`src/rtl/lpc_pkg.sv`:
```
package lpc_pkg;

    localparam int MAX_POINTS = 1024;
    localparam int ADDR_W     = $clog2(MAX_POINTS);
    localparam int CNT_W      = 10;
    localparam int ACC_W      = 36;
    localparam int OPD_W      = 18;

    localparam logic [1:0] OP_POINT = 2'd0;
    localparam logic [1:0] OP_BATCH = 2'd1;
    localparam logic [1:0] OP_CLEAR = 2'd2;

    localparam logic [1:0] MODE_EMPTY     = 2'd0;
    localparam logic [1:0] MODE_SELECTING = 2'd1;
    localparam logic [1:0] MODE_READY     = 2'd2;

    typedef struct packed {
        logic [1:0]         opcode;
        logic signed [15:0] point_x;
        logic signed [15:0] point_y;
        logic               release_req;
    } in_word_t;

    typedef struct packed {
        logic [1:0]       mode;
        logic [CNT_W-1:0] count;
        logic             appended;
        logic             crossing_found;
    } out_word_t;

    typedef struct packed {
        logic en;
        logic clr;
        logic sub;
    } mac_ctl_t;

endpackage

```
`src/rtl/lpc_mac.sv`:
```
module lpc_mac (
    input  logic                            clk,
    input  lpc_pkg::mac_ctl_t               ctl,
    input  logic signed [lpc_pkg::OPD_W-1:0] a,
    input  logic signed [lpc_pkg::OPD_W-1:0] b,
    output logic signed [lpc_pkg::ACC_W-1:0] acc
);
    import lpc_pkg::*;

    logic signed [ACC_W-1:0] prod;
    logic signed [ACC_W-1:0] base;
    logic signed [ACC_W-1:0] acc_reg;
    logic signed [ACC_W-1:0] acc_next;

    // one multiply and accumulate per cycle while ctl.en is high
    always_comb
    begin
        prod     = ACC_W'(a * b);
        base     = ctl.clr ? '0 : acc_reg;
        acc_next = ctl.sub ? base - prod : base + prod;
    end

    always_ff @(posedge clk)
    begin
        if (ctl.en)
        begin
            acc_reg <= acc_next;
        end
    end

    assign acc = acc_reg;

endmodule

```
`config.mk`:
```
export PLATFORM = sky130hd
export DESIGN_NAME = lpc_mac
export DESIGN_NICKNAME = d
export VERILOG_FILES = /design/src/rtl/lpc_pkg.sv /design/src/rtl/lpc_mac.sv
export SDC_FILE = /design/constraint.sdc
export NUM_CORES = 1
export LEC_CHECK = 0
export ABC_AREA = 1
export BUFFER_PORTS_ARGS = -buffer_cell sky130_fd_sc_hd__buf_2
export CORE_AREA = 5 5 205 207
export CTS_BUF_LIST = sky130_fd_sc_hd__clkbuf_16
export DETAILED_ROUTE_END_ITERATION = 12
export DIE_AREA = 0 0 210 212
export SETUP_SLACK_MARGIN = 0.3
export SKIP_CTS_REPAIR_TIMING = 1
export SYNTH_ARGS = -nofsm -noshare
export SYNTH_HDL_FRONTEND = slang
export SYNTH_SLANG_ARGS = --single-unit
```
`constraint.sdc`:
```
create_clock -name clk -period 19.7 [get_ports clk]
set_input_delay 3.94 -clock clk [delete_from_list [all_inputs] [get_ports clk]]
set_output_delay 3.94 -clock clk [all_outputs]
set_load 0.01 [all_outputs]
```
==> metrics, run 1 <==
Fmax achieved=0.0807 GHz; total routed wirelength=47200 um; area leader, netlist=fa_1; CP arrival=12.43 ns; DRC Markers=0; slowest stage delay, CP=0.69 ns; Worst slew margin=37.2%; Syn Std Cell Area=17800 sq um; DIE WIDTH=210 um; HP Class=reg -> reg; die area=44500 sq um; Detail Route Antenna Nets=0; I/O pin total=76; final hold viol count=0; fin crit share=62.9%; total congestion overflow=0; first-pass iteration count of the detailed router=5; compound-gate portion of the synthesized area=3.96%; routed vias/inst=4.89; met3 global-route usage=1.67%; H-tree levels=2; Hold Path Depth=3; met2 GRT Util=38.8%; final slew viol count=0; Slew @ Worst Pin=0.942 ns; Core ar.=40200 sq um; Gate Count Post-Synth=2511; Final min period=12.40 ns; row count=74; synthesized flop and latch total=36; worst-path fanout max=18; Simple-Gate Fraction of Synth Area=22.1%; most common cell type on the critical path=nand2_1; setup violators final=0; most instantiated cells after synthesis=inv_1, nand2_1, fa_1; vias in the first global route=15.7k; largest net degree at the start of global routing=37; IO buf count=75; MaxCap Viol Count=0; cell with the most instances after synthesis=inv_1; clock skew=0.00980 ns; Crit Path Class=in -> reg; number of buffers created by CTS=5; synthesis warning total=0; total negative slack=0 ns; Area Growth Syn to Fin=5.09%; register area share after synthesis=6.07%; post-synthesis adder-cell area fraction=46.2%; clk sinks=36; top_reg_cell synth=edfxtp_1; number of diodes=0; Die H=212 um; GRT busiest layer=met2; CTS tree=done; Distinct cells, synth=41; crit start category=input pin; Area contributors post-synth=fa_1, inv_1, nand2_1; routed vias=14.9k; gpl congestion=0.911; Synth top area share=37.1%; fraction of layout cells with a size suffix above 1=4.41%; Post-synth EDFFs=36; largest buffer count on any clock path=2; first-pass GRT wire length=80100 um; Post-synth ARST share=0%; Mapped Nets=3010; Crit. End Element=flip-flop; drt first-iter violations=794; total track usage=22.0%; Final nets=3013; root buffer cell=clkbuf_16; initial antenna violation count=0; Req. time, crit path=19.74 ns; worst skew pair latency=0.29 ns; fraction of synthesized cell area in xor and xnor cells=4.20%; Detail Placement HPWL=41600 um; CTS clock-pin slew for the worst setup and hold paths=0.06 ns; Starting Density=44.3%; post-synthesis mux area share=0%; routing usage on met1=30.1%; Largest register FFs=36; R2R depth=13; RSZ-0062 raised after global routing=false; Slowest cell on crit path=fa_1; Syn Area/Cell=7.09 sq um; wire per inst=15.5 um; outcome=completed; largest family of logic cells by synthesized area=adder cells
-- logic make-up after synthesis --
family	after synthesis
AOI/OAI and AO/OA	125
xor gates and xnor gates	82
adders and majority gates	459
buffers and inverters	830
DFF	36
and+or+nand+nor	979
-- layer usage --
| layer | part of all wire [%] | wire (um) |
|---|---|---|
| met5 | 0 | 0 |
| met4 | 2.1 | 982 |
| met1 | 45 | 21100 |
| met2 | 49 | 23300 |
| met3 | 3.8 | 1780 |
-- placed cells by master (no fill, tap or decap), types with 2 or more instances in the layout --
master	Yosys	layout
a21o_1	5	5
nor3_2	2	2
inv_1	746	746
o21ai_0	32	32
inv_2	5	5
xor2_1	49	49
clkbuf_16	0	5
nor4_1	2	2
a31oi_1	7	7
nand3b_1	2	2
or2_2	6	6
ha_1	129	129
nand2_1	679	679
fa_1	330	330
o211ai_1	5	5
nand2_2	3	3
a21boi_0	2	2
nor2_2	7	7
and2_1	2	2
o21ai_1	2	2
buf_2	0	75
nand4_1	27	27
nand3_1	67	67
nor2_1	166	166
xnor2_1	29	29
o21bai_1	4	4
edfxtp_1	36	36
xnor2_2	3	3
o21a_1	6	6
clkinv_1	0	2
a21oi_1	57	57
nor3_1	11	11
nand3_2	2	2
-- final cells by class --
cell class                 instances  area [sq um]
tap                              532           666
clock inverter                     3          37.5
timing repair buffer              75           375
multi-input combinational       1645         13600
fill                            4120         21500
sequential                        36          1080
clock buffer                       5           125
inverter                         751          2820
-- stage by stage --
stage          utilization, %  instance area (sq um)  setup WS [ns]  hold WS [ns]  cells
2_1_floorplan               -                  17800           8.51         0.819   2511
3_3_place_gp             46.2                  18600           6.85         0.781   3039
3_5_place_dp             46.2                  18600           6.98         0.790   3039
4_1_cts                  46.6                  18700           7.25         0.802   3047
5_1_grt                  46.6                  18700           6.75         0.820   3047
6_report                 46.6                  18700           7.30         0.788   3047
-- worst paths after layout --
check | start | endpoint | slack [ns]
max | b[3] | acc[33] | 7.30
min | acc[0] | acc[0] | 0.79
max reg2reg | acc[0] | acc[30] | 16.44
min reg2reg | acc[0] | acc[0] | 0.79
-- critical path: cells and delay by family --
kind                     cells  cell delay, ns
buffers and inverters        8            0.90
AO/OA/AOI/OAI                2            0.78
XOR/XNOR                     1            0.22
AND/OR/NAND/NOR             18            2.55
adder cells (fa/ha/maj)      8            4.03
Power of run 1 is not shown: default switching activity piles up to over one toggle a cycle in this logic, so the estimate is an artifact.
==> run 2: changes to the inputs <==
Clock period 19.7 ns to 11.8 ns, I/O delays scaled along.
==> run 2 against run 1 <==
Via count shrank 0.44%. Global-route usage about the same. Die area is the same. Critical path depth up 4. Highest routed layer unchanged.
==> metrics, run 2 (synthesis results as in run 1) <==
final slew viol count=0 (unchanged); worst-path fanout max=18 (unchanged); first-pass iteration count of the detailed router=5 (unchanged); total congestion overflow=0 (unchanged); Critical Path Source=b[0] (was b[3]); total routed wirelength=47200 um (about the same); crit start category=input pin (unchanged); r2r endpoint=acc[30] (unchanged); MaxCap Viol Count=0 (unchanged); DRC Markers=0 (unchanged); number of diodes=0 (unchanged); Final nets=3014 (was 3013); gpl congestion=0.943 (was 0.911); Worst slew margin=40.2% (was 37.2%); dpl cells=3040 (was 3039); r2r setup slk=8.63 ns (was 16.44 ns); Largest register FFs=36 (unchanged); row count=74 (unchanged); Detail Placement HPWL=41600 um (about the same); largest net degree at the start of global routing=37 (unchanged); routed vias=14.8k (was 14.9k); CTS clock-pin slew for the worst setup and hold paths=0.06 ns (about the same); total track usage=22.0% (about the same); clock skew=0.0130 ns (was 0.00980 ns); Fmax achieved=0.0936 GHz; CP arrival=10.72 ns (was 12.43 ns); Final min period=10.68 ns; initial antenna violation count=0 (unchanged); final hold viol count=0 (unchanged); clk sinks=36 (unchanged); worst reg2reg startpoint=acc[0] (unchanged); fraction of layout cells with a size suffix above 1=4.49% (was 4.41%); Crit Path Class=in -> reg (unchanged); routed vias/inst=4.87 (was 4.89); Area Growth Syn to Fin=5.14% (was 5.09%); CTS tree=done (unchanged); commonest non-fill, non-tap cell in the layout=inv_1 (unchanged); final instance area=18700 sq um (about the same); fin crit share=90.5%; outcome=completed (unchanged); I/O pin total=76 (unchanged); DP Area=18600 sq um (about the same); Crit. End Element=flip-flop (unchanged); drt first-iter violations=807 (was 794); Detail Route Antenna Nets=0 (unchanged); IO buf count=75 (unchanged); H-tree levels=2 (unchanged); largest buffer count on any clock path=2 (unchanged); Req. time, crit path=11.84 ns (was 19.74 ns); die area=44500 sq um (unchanged); worst skew pair latency=0.30 ns (was 0.29 ns); Starting Density=44.3% (unchanged); total negative slack=0 ns (unchanged); CP endpoint=acc[33] (unchanged); vias in the first global route=15.7k (about the same); Finished Layout Cells=3048 (was 3047); root buffer cell=clkbuf_16 (unchanged); Die H=212 um (unchanged); setup violators final=0 (unchanged); slowest stage delay, CP=0.60 ns (was 0.69 ns); Slowest cell on crit path=fa_1 (unchanged); most frequent cells in the layout=inv_1, nand2_1, fa_1, nor2_1, ha_1 (unchanged); DIE WIDTH=210 um (unchanged); R2R depth=13 (unchanged); wire per inst=15.5 um (about the same); first-pass GRT wire length=79700 um (was 80100 um); number of buffers created by CTS=5 (unchanged); Core ar.=40200 sq um (unchanged); Slew @ Worst Pin=0.896 ns (was 0.942 ns); RSZ-0062 raised after global routing=false (unchanged); HP Class=reg -> reg (unchanged)
==> run 2: changes by cell type in the layout (fill, tap and decap cells not counted), sizes merged <==
| cell | previous run | this run |
|---|---|---|
| buf | 75 | 76 |
| inv | 751 | 752 |
| clkinv | 2 | 1 |
==> run 2: worst min path at each step <==
stage | to | slack, ns | start | depth (start not counted)
5_1_grt | acc[0] | 0.82 | acc[0] | 3
4_1_cts | acc[0] | 0.80 | acc[0] | 3
3_5_place_dp | acc[0] | 0.79 | acc[0] | 3
2_1_floorplan | acc[0] | 0.82 | acc[0] | 3
3_3_place_gp | acc[0] | 0.78 | acc[0] | 3
6_report | acc[0] | 0.79 | acc[0] | 3
==> run 2: layout make-up <==
type                            instances  area (sq um)
Clock buffer                            5           125
Tap cell                              532           666
Clock inverter                          3          38.8
Sequential cell                        36          1080
Fill cell                            4165         21500
Inverter                              751          2820
Multi-Input combinational cell       1645         13600
Timing Repair Buffer                   76           383
==> run 2: worst max-delay path, delay by kind of cell <==
kind,cells,cell delay [ns]
AND/OR/NAND/NOR,19,2.25
XOR/XNOR,1,0.21
AO/OA/AOI/OAI,2,0.71
adder cells (fa/ha/maj),8,3.97
buffers and inverters,11,1.19
==> run 2: layer usage <==
metal	part of all wire [%]	global-route usage [%]	vias to the layer above	wire, um
li1	-	-	7199	-
met1	45	29.8	7222	21100
met2	49	39.1	346	23300
met3	4.0	1.55	79	1870
met4	2.1	4.88	0	997
met5	0	0	-	0
==> run 2: through the flow <==
stage	util, %	hold slack, ns	setup WS [ns]
after CTS	46.6	0.799	1.20
after global routing	46.6	0.816	0.509
final	46.6	0.792	1.12
after detailed placement	46.2	0.787	0.938
after floorplan	-	0.819	2.19
after global placement	46.2	0.779	0.936
Power of run 2 is left out for the same reason.
==> run 3: changes to the inputs <==
Settings changed: CTS_BUF_LIST sky130_fd_sc_hd__clkbuf_16 to default.
==> run 3 against run 2 <==
Clock-buffer cell count increased by 1. Die area unchanged. Global-route usage unchanged. Final cell count unchanged. Critical path depth unchanged. Utilization unchanged. Fmax about the same. Cell area unchanged. Clock skew about the same. Non-clock buffer count unchanged. Sequential share of layout area unchanged. Critical path type unchanged. Critical endpoint unchanged. Highest routed layer unchanged.
==> metrics, run 3 (synthesis results as in run 1) <==
slack of the critical path=1.12 ns (about the same); Area Growth Syn to Fin=5.14% (unchanged); DRC Markers=0 (unchanged); initial antenna violation count=0 (unchanged); routed vias/inst=4.87 (about the same); Starting Density=44.3% (unchanged); root buffer cell=clkbuf_16 (unchanged); die area=44500 sq um (unchanged); # fillers=4165 (unchanged); CP arrival=10.72 ns (about the same); wire per inst=15.5 um (about the same); fraction of layout cells with a size suffix above 1=4.49% (unchanged); Slowest cell on crit path=fa_1 (unchanged); routing usage on met1=29.8% (unchanged); Largest register FFs=36 (unchanged); final hold viol count=0 (unchanged); Die H=212 um (unchanged); most frequent cells in the layout=inv_1, nand2_1, fa_1, nor2_1, ha_1 (unchanged); worst-path fanout max=18 (unchanged); Req. time, crit path=11.84 ns (about the same); Finished Layout Cells=3048 (unchanged); Detail Placement HPWL=41600 um (unchanged); largest buffer count on any clock path=2 (unchanged); multi-input logic area=13600 sq um (unchanged); CTS clock-pin slew for the worst setup and hold paths=0.06 ns (about the same); commonest non-fill, non-tap cell in the layout=inv_1 (unchanged); total congestion overflow=0 (unchanged); total routed wirelength=47200 um (about the same); slowest stage delay, CP=0.60 ns (about the same); I/O pin total=76 (unchanged); met3 global-route usage=1.55% (unchanged); met2 GRT Util=39.1% (unchanged); Final min period=10.68 ns (about the same); setup violators final=0 (unchanged); fin crit share=90.5% (about the same); final slew viol count=0 (unchanged); DIE WIDTH=210 um (unchanged); Buf/Inv on CP=11 (unchanged); HP Class=reg -> reg (unchanged); RSZ-0062 raised after global routing=false (unchanged); clk sinks=36 (unchanged); R2R depth=13 (unchanged); crit start category=input pin (unchanged); clock skew=0.0130 ns (about the same); H-tree levels=2 (unchanged); Crit Path Class=in -> reg (unchanged); register area=1080 sq um (unchanged); total track usage=22.0% (unchanged); number of diodes=0 (unchanged); post-place setup slack=0.938 ns (unchanged); Core ar.=40200 sq um (unchanged); CP Depth=41 (unchanged); MaxCap Viol Count=0 (unchanged); Slew @ Worst Pin=0.897 ns (was 0.896 ns); total negative slack=0 ns (unchanged); outcome=completed (unchanged); worst skew pair latency=0.30 ns (about the same); Final nets=3014 (unchanged); cell family with the largest share of critical-path delay=adder cells (unchanged); final instance area=18700 sq um (unchanged); Hold Path Depth=3 (unchanged); Crit. End Element=flip-flop (unchanged); vias in the first global route=15.7k (unchanged); Detail Route Antenna Nets=0 (unchanged); IO buf count=75 (unchanged); first-pass iteration count of the detailed router=6 (was 5); Fmax achieved=0.0936 GHz (about the same); DP Area=18600 sq um (unchanged); CTS tree=done (unchanged); GRT busiest layer=met2 (unchanged); first-pass GRT wire length=79700 um (unchanged); largest net degree at the start of global routing=37 (unchanged); number of buffers created by CTS=5 (unchanged); row count=74 (unchanged); gpl congestion=0.943 (unchanged); drt first-iter violations=807 (unchanged); dpl cells=3040 (unchanged); Worst slew margin=40.2% (about the same); routed vias=14.8k (about the same)
[run 3: stage by stage]
step,hold WS [ns],utilization (%)
detailed placement,0.787,46.2
finish,0.792,46.6
CTS,0.799,46.6
global route,0.816,46.6
floorplan,0.819,-
global placement,0.779,46.2
[run 3: layout make-up]
class / count / area share (%)
Clock buffer: 6 / 0.688
Clock inverter: 2 / 0.187
Inverter: 751 / 15.1
Multi-Input combinational cell: 1645 / 72.7
Sequential cell: 36 / 5.77
Tap cell: 532 / 3.56
Timing Repair Buffer: 76 / 2.05
[run 3: path summary, 6_finish.rpt]
check	start	endpoint	slack, ns
worst max-delay path	b[0]	acc[33]	1.12
worst min register to register	acc[0]	acc[0]	0.79
worst max register to register	acc[0]	acc[30]	8.64
worst min-delay path	acc[0]	acc[0]	0.79
[run 3: routing by layer]
metal,part of all wire [%],wire (um),vias up
li1,-,-,7198
met3,4.0,1880,79
met2,49,23200,350
met5,0,0,-
met1,45,21100,7209
met4,2.1,997,0
[run 3: tightest hold or removal path, delay by kind of cell, from the launching register on]
family	cells	cell delay, ns
simple gates	1	0.08
flops	1	0.39
buf+inv	1	0.03
fa+ha+maj	1	0.13
Power of run 3 is left out for the same reason.
